**src/hdl/assert_macros.svh**
```systemverilog
// assertion helpers shared by the rtl
`ifndef ASSERT_MACROS_SVH
`define ASSERT_MACROS_SVH

// same-cycle implication, checked outside reset
`define ASSERT_SAME(label, clk, rst, ante, cons, msg) \
   label: assert property (@(posedge clk) disable iff (rst) (ante) |-> (cons)) \
      else $error(msg);

// next-cycle implication, checked outside reset
`define ASSERT_NEXT(label, clk, rst, ante, cons, msg) \
   label: assert property (@(posedge clk) disable iff (rst) (ante) |=> (cons)) \
      else $error(msg);

`endif

```
**src/hdl/bamc_pkg.sv**
```systemverilog
// ----------------------------------------------------------------------------
// bamc_pkg
// Types and constants for the button autorepeat and mode cycler.
// ----------------------------------------------------------------------------
package bamc_pkg;

   localparam int NUM_MODES = 5;
   localparam int MODE_W    = 3;
   localparam int TIMER_W   = 8;
   localparam int CSR_IDX_W = 2;

   localparam logic [CSR_IDX_W-1:0] CSR_SLOW_PERIOD = 2'd0;
   localparam logic [CSR_IDX_W-1:0] CSR_FAST_PERIOD = 2'd1;
   localparam logic [CSR_IDX_W-1:0] CSR_ACCEL_COUNT = 2'd2;

   localparam logic [TIMER_W-1:0] SLOW_PERIOD_RST = 8'd150;
   localparam logic [TIMER_W-1:0] FAST_PERIOD_RST = 8'd75;
   localparam logic [TIMER_W-1:0] ACCEL_COUNT_RST = 8'd5;
   localparam logic [TIMER_W-1:0] RELEASE_LOAD    = 8'd1;

   localparam logic [MODE_W-1:0] MODE_RUN = 3'd0;

   typedef struct packed {
      logic mode_pressed;
      logic lower_pressed;
      logic upper_pressed;
   } req_type;

   typedef struct packed {
      logic [MODE_W-1:0] current_mode;
      logic              mode_changed;
      logic              lower_fire;
      logic              upper_fire;
      logic              clock_stop;
   } rsp_type;

   typedef struct packed {
      logic [TIMER_W-1:0] slow_period;
      logic [TIMER_W-1:0] fast_period;
      logic [TIMER_W-1:0] accel_count;
   } cfg_type;

   typedef struct packed {
      logic [MODE_W-1:0]  mode_reg;
      logic [TIMER_W-1:0] mode_countdown;
      logic [TIMER_W-1:0] lower_countdown;
      logic [TIMER_W-1:0] upper_countdown;
      logic [TIMER_W-1:0] repeat_tally;
   } state_type;

endpackage

```
**src/hdl/bamc_step.sv**
```systemverilog
// ----------------------------------------------------------------------------
// bamc_step
// One tick of the mode cycler and the two autorepeat timers.
// ----------------------------------------------------------------------------
module bamc_step (
   input  bamc_pkg::req_type   req,
   input  bamc_pkg::cfg_type   cfg,
   input  bamc_pkg::state_type cur,
   output bamc_pkg::state_type nxt,
   output bamc_pkg::rsp_type   rsp
);
   import bamc_pkg::*;

   always_comb begin
      logic [MODE_W:0] mode_inc;
      logic            lfire;
      logic            ufire;
      logic            changed;
      nxt     = cur;
      lfire   = 1'b0;
      ufire   = 1'b0;
      changed = 1'b0;
      mode_inc = {1'b0, cur.mode_reg} + {{MODE_W{1'b0}}, 1'b1};

      if (req.mode_pressed) begin
         nxt.mode_countdown = cur.mode_countdown - TIMER_W'(1);
         if (nxt.mode_countdown == '0) begin
            nxt.mode_countdown = cfg.slow_period;
            nxt.mode_reg = (mode_inc >= (MODE_W+1)'(NUM_MODES)) ? MODE_RUN
                                                                : mode_inc[MODE_W-1:0];
            changed = 1'b1;
         end
      end

      // run mode leaves the repeat timers alone, based on the advanced mode
      if (nxt.mode_reg != MODE_RUN) begin
         if (req.lower_pressed) begin
            nxt.lower_countdown = cur.lower_countdown - TIMER_W'(1);
            if (nxt.lower_countdown == '0) begin
               lfire = 1'b1;
               if (cur.repeat_tally < cfg.accel_count) begin
                  nxt.repeat_tally    = cur.repeat_tally + TIMER_W'(1);
                  nxt.lower_countdown = cfg.slow_period;
               end else begin
                  nxt.lower_countdown = cfg.fast_period;
               end
            end
         end else begin
            nxt.repeat_tally    = '0;
            nxt.lower_countdown = RELEASE_LOAD;
         end

         if (req.upper_pressed) begin
            nxt.upper_countdown = cur.upper_countdown - TIMER_W'(1);
            if (nxt.upper_countdown == '0) begin
               ufire = 1'b1;
               nxt.upper_countdown = cfg.slow_period;
            end
         end else begin
            nxt.upper_countdown = RELEASE_LOAD;
         end
      end

      rsp.current_mode = nxt.mode_reg;
      rsp.mode_changed = changed;
      rsp.lower_fire   = lfire;
      rsp.upper_fire   = ufire;
      rsp.clock_stop   = lfire | ufire;
   end

endmodule

```
**src/hdl/button_autorepeat_mode_cycler.sv**
```systemverilog
// an accepted item waits in the input register and its result is registered on rsp_data
//    once the output register is free, that is rsp_valid low or rsp_stall low
// throughput: one item per cycle unless a stall holds it; the state update is a single
//    pass of decrement, compare and reload between the input and result registers
// reset: synchronous; registers return to 150/75/5, mode 0, all timers 0
// ----------------------------------------------------------------------------
// button_autorepeat_mode_cycler
// Button autorepeat with acceleration and a five-way mode cycler.
// ----------------------------------------------------------------------------
`include "assert_macros.svh"

module button_autorepeat_mode_cycler (
   input  logic                                clock,
   input  logic                                reset,
   input  logic                                req_valid,
   output logic                                req_stall,
   input  bamc_pkg::req_type                   req_data,
   output logic                                rsp_valid,
   input  logic                                rsp_stall,
   output bamc_pkg::rsp_type                   rsp_data,
   input  logic                                csr_valid,
   output logic                                csr_ready,
   input  logic [bamc_pkg::CSR_IDX_W-1:0]      csr_index,
   input  logic [bamc_pkg::TIMER_W-1:0]        csr_wdata
);
   import bamc_pkg::*;

   logic      in_valid_ff, in_valid_in;
   req_type   in_data_ff;
   logic      rsp_valid_ff, rsp_valid_in;
   rsp_type   rsp_data_ff;
   cfg_type   cfg_ff, cfg_in;
   state_type state_ff, state_nxt;
   rsp_type   step_rsp;
   logic      advance;
   logic      out_free;
   logic      accept;

   assign out_free  = !rsp_valid_ff || !rsp_stall;
   assign advance   = in_valid_ff && out_free;
   assign req_stall = in_valid_ff && !out_free;
   assign accept    = req_valid && !req_stall;
   assign csr_ready = 1'b1;

   assign in_valid_in  = accept || (in_valid_ff && !out_free);
   assign rsp_valid_in = advance || (rsp_valid_ff && rsp_stall);

   always_comb begin
      cfg_in = cfg_ff;
      if (csr_valid) begin
         unique case (csr_index)
            CSR_SLOW_PERIOD: cfg_in.slow_period = csr_wdata;
            CSR_FAST_PERIOD: cfg_in.fast_period = csr_wdata;
            CSR_ACCEL_COUNT: cfg_in.accel_count = csr_wdata;
            default:         cfg_in = cfg_ff;
         endcase
      end
   end

   bamc_step u_step (
      .req (in_data_ff),
      .cfg (cfg_ff),
      .cur (state_ff),
      .nxt (state_nxt),
      .rsp (step_rsp)
   );

   always_ff @(posedge clock) begin
      if (reset) begin
         in_valid_ff  <= 1'b0;
         rsp_valid_ff <= 1'b0;
         cfg_ff       <= '{SLOW_PERIOD_RST, FAST_PERIOD_RST, ACCEL_COUNT_RST};
         state_ff     <= '0;
      end else begin
         in_valid_ff  <= in_valid_in;
         rsp_valid_ff <= rsp_valid_in;
         cfg_ff       <= cfg_in;
         if (advance) begin
            state_ff <= state_nxt;
         end
      end
   end

   always_ff @(posedge clock) begin
      if (accept) begin
         in_data_ff <= req_data;
      end
      if (advance) begin
         rsp_data_ff <= step_rsp;
      end
   end

   assign rsp_valid = rsp_valid_ff;
   assign rsp_data  = rsp_data_ff;

   `ASSERT_SAME(a_mode_range, clock, reset, 1'b1, {1'b0, state_ff.mode_reg} < (MODE_W+1)'(NUM_MODES), "mode out of range")
   `ASSERT_SAME(a_fire_not_run, clock, reset, rsp_valid && (rsp_data.lower_fire || rsp_data.upper_fire), rsp_data.current_mode != MODE_RUN, "fire in run mode")
   `ASSERT_NEXT(a_mode_reload, clock, reset, advance && step_rsp.mode_changed, state_ff.mode_countdown == $past(cfg_ff.slow_period), "mode timer not reloaded")
   `ASSERT_SAME(a_no_overwrite, clock, reset, accept && in_valid_ff, advance, "input register overwritten")

endmodule

```
**config.mk**
```make
export PLATFORM = sky130hd
export DESIGN_NAME = button_autorepeat_mode_cycler
export DESIGN_NICKNAME = d
export VERILOG_FILES = /design/src/hdl/bamc_pkg.sv /design/src/hdl/bamc_step.sv /design/src/hdl/button_autorepeat_mode_cycler.sv
export VERILOG_INCLUDE_DIRS = /design/src /design/src/hdl
export SDC_FILE = /design/constraint.sdc
export NUM_CORES = 1
export LEC_CHECK = 0
export ABC_CLOCK_PERIOD_IN_PS = 5500
export BUFFER_PORTS_ARGS = -buffer_cell sky130_fd_sc_hd__buf_4
export CAP_MARGIN = 20
export CORE_UTILIZATION = 50
export CTS_CLUSTER_SIZE = 20
export DETAILED_ROUTE_END_ITERATION = 8
export PLACE_DENSITY = 0.66
export SLEW_MARGIN = 0
export SYNTH_ARGS = -nofsm -noshare
export SYNTH_HDL_FRONTEND = slang
export SYNTH_SLANG_ARGS = --single-unit
```
**constraint.sdc**
```tcl
create_clock -name clock -period 5.5 [get_ports clock]
set_input_delay 0.275 -clock clock [delete_from_list [all_inputs] [get_ports clock]]
set_output_delay 0.275 -clock clock [all_outputs]
set_load 0.01 [all_outputs]
```
==> impl_metrics.csv <==
group,metric,value,unit
clocking,post_cts_buffers,0,
yosys,postSynthNetCount,467,
critical_path,cp.buffers_inverters,0,
critical_path,cp_data_required_time,5.77,ns
die,floorplan.die_area,8020,um^2
critical_path,path_max_fanout,10,
yosys,ys_top_cells_by_area,"dfxtp_1 32%, edfxtp_1 7.8%, mux2i_1 6.5%, ha_1 5.2%, a21oi_1 5.0%",
finish,drive_above_1_share,12.3,%
drt,routed_wl,8510,um
clocking,path_clk_slew,0.08,ns
clocking,insertion_delay,0.34,ns
timing,fmaxAchievable,0.314,GHz
clocking,htree_levels,3,
power,leakage,0.00176,uW
yosys,syn-mean-instance-area,8.85,um^2
global_route,grt_pass1_wl,14000,um
drt,wl_met1,4340,um
timing,worstMarginPinSlew,0.932,ns
critical_path,worst-setup-path-type,"reg2reg",
clocking,hold_buffers,0,
power,power_density,262,nW/um^2
yosys,synth_top_area_share,31.9,%
critical_path,worstPathArrival,3.46,ns
drt,wl_per_cell,15.4,um
critical_path,r2r_start,"state_ff[2]",
global_route,grt_max_degree,53,
yosys,synth_edf_count,10,
yosys,ys_types,61,
timing,slew_viol_final,0,
clocking,cts_made_buffers,9,
critical_path,cp_slowest_stage_delay,0.56,ns
hold_path,hp-class,"in2reg",
clocking,clockBufferDepth,2,
global_route,antenna_found_initial,0,
timing,fin_setup_tns,0,ns
yosys,synth_seq_cells,71,
yosys,yosysWarnings,0,
global_route,overflow,0,
finish,final_nets,484,
clocking,cts-resized-gates,0,
clocking,cts_tree,"built",
power,peakVddDrop,0.140,mV
clocking,cts_root_buf,"clkbuf_8",
yosys,yosysMostFrequentCell,"dfxtp_1",
timing,fin_crit_sh,57.9,%
die,core_area,7330,um^2
yosys,async_flop_share,0,%
die,rows,31,
yosys,yosysSeqAreaShare,39.7,%
drt,top_layer,"met4",
timing,finalClockSkew,0.0138,ns
yosys,synthFlopType,"dfxtp_1",
critical_path,worstPathCellList,"ha_1, a211oi_1, o21ai_0, a221oi_4, nor2b_1, nor2_1, or4_1, a21oi_1",
yosys,synth_area_leader_cell,"dfxtp_1",
timing,setup_violations,0,
placement,hpwlAfterDp,5930,um
drt,met3_wirelength,275,um
global_route,grt_util_all_layers,23.0,%
drt,vias,3197,
timing,fin_crit,3.19,ns
run,max_cap_violations,0,
power,finalPower,1130,uW
placement,dp.cells,538,
status,status,"complete, no violations",
yosys,synth_commonest_cells,"61 x dfxtp_1, 45 x nor2_1, 38 x a21oi_1, 29 x nand2_1, 25 x mux2i_1",
finish,fin_cells,553,
die,initial_core_util,52.3,%
clocking,clock_sinks,71,
drt,drc,0,
yosys,netlist_instances,433,
critical_path,critPathTopFamily,"simple AND/OR/NAND/NOR gates",
critical_path,crit_path_start_kind,"flip-flop",
critical_path,crit_start,"state_ff[2]",
timing,hold_viol,0,
timing,slew-limit-headroom,36.6,%
yosys,syn_area,3830,um^2
drt,met2WireLength,3760,um
critical_path,slowest_stage,"a221oi_4",
drt,via_per_inst,5.78,
die,io_pins,28,
hold_path,min-delay-start,"req_data[1]",
drt,final_antenna_net_count,0,
drt,first_pass_iters,4,
placement,port_buffers,26,
placement,gp_congestion,0.859,
drt,drtIter0Drc,156,
global_route,grt_pass1_vias,2867,
die,fp.dieH,89.6,um
timing,rsz0062_at_grt,"no",
critical_path,end_kind,"flip-flop",
die,die_w,89.6,um
finish,antenna_cells,0,
finish,area_delta_synth_final,12.4,%
==> worst register-to-register path: cells and delay by family (launching register included) <==
kind,cells,cell delay (ns)
compound gates,4,1.14
fa+ha+maj,1,0.29
simple gates,3,1.25
flops,1,0.44
==> worst paths after layout <==
kind	slack (ns)	cells after the start	to
worst max-delay path	2.31	8	state_ff[4]
worst min-delay path	0.12	1	in_data_ff[1]
worst max register to register	2.31	8	state_ff[4]
worst min register to register	0.47	1	cfg_ff[9]
==> state kept, by name (all words and copies together) (netlist names) <==
register	count
state_ff	35
cfg_ff	24
rsp_data	7
in_data_ff	3
in_valid_ff	1
rsp_valid	1
==> cell type report <==
cell class | count | area [um^2]
fillers | 676 | 3020
multi-input cells | 316 | 2120
flip-flops and latches | 71 | 1520
repair buffers | 29 | 218
clock buffers | 14 | 205
well taps | 99 | 124
inverters | 23 | 86.3
clock inverters | 1 | 30.0
==> stage by stage <==
stage | setup slack, ns | utilization [%] | hold slack, ns | area, um^2
3_5_place_dp | 2.32 | 55.6 | 0.449 | 4070
4_1_cts | 2.34 | 58.8 | 0.106 | 4310
3_3_place_gp | 2.48 | 55.6 | 0.443 | 4070
2_1_floorplan | 2.90 | - | 0.374 | 3830
6_report | 2.31 | 58.8 | 0.117 | 4310
5_1_grt | 2.04 | 58.8 | 0.109 | 4310
==> routing by layer <==
layer / up-vias / GRT usage [%]
li1: 1604 / -
met5: - / 0
met1: 1512 / 33.5
met2: 68 / 34.1
met4: 0 / 9.24
met3: 13 / 3.42
==> placed cells by master (no fill, tap or decap), types with 8 or more instances in the layout <==
cell and n:
inv_1 23, nor3_1 11, nor2_1 45, o21ai_0 18, nand3_1 8, a21oi_1 38
buf_4 29, a211o_1 12, clkbuf_8 11, ha_1 16, nand2_1 29, edfxtp_1 10
dfxtp_1 61, nor2b_1 8, mux2i_1 25, a21o_1 9
==> power breakdown <==
part,switching [uW],total (uW),internal (uW),leakage (uW)
logic,53.2,95.5,42.3,0.00105
clock network,190,477,288,0.000119
registers,16.1,556,540,0.000590
==> kinds of logic after synthesis <==
logic type | after synthesis | share of synthesized area [%]
adders and majority gates | 16 | 5.22
buffers and inverters | 46 | 4.93
other | 1 | 0.0978
muxes | 30 | 8.16
xor gates and xnor gates | 5 | 1.14
and+or+nand+nor | 149 | 20.4
AOI/OAI and AO/OA | 115 | 20.4
DFF | 71 | 39.7
Note: power is estimated with default switching activity, not from simulation.
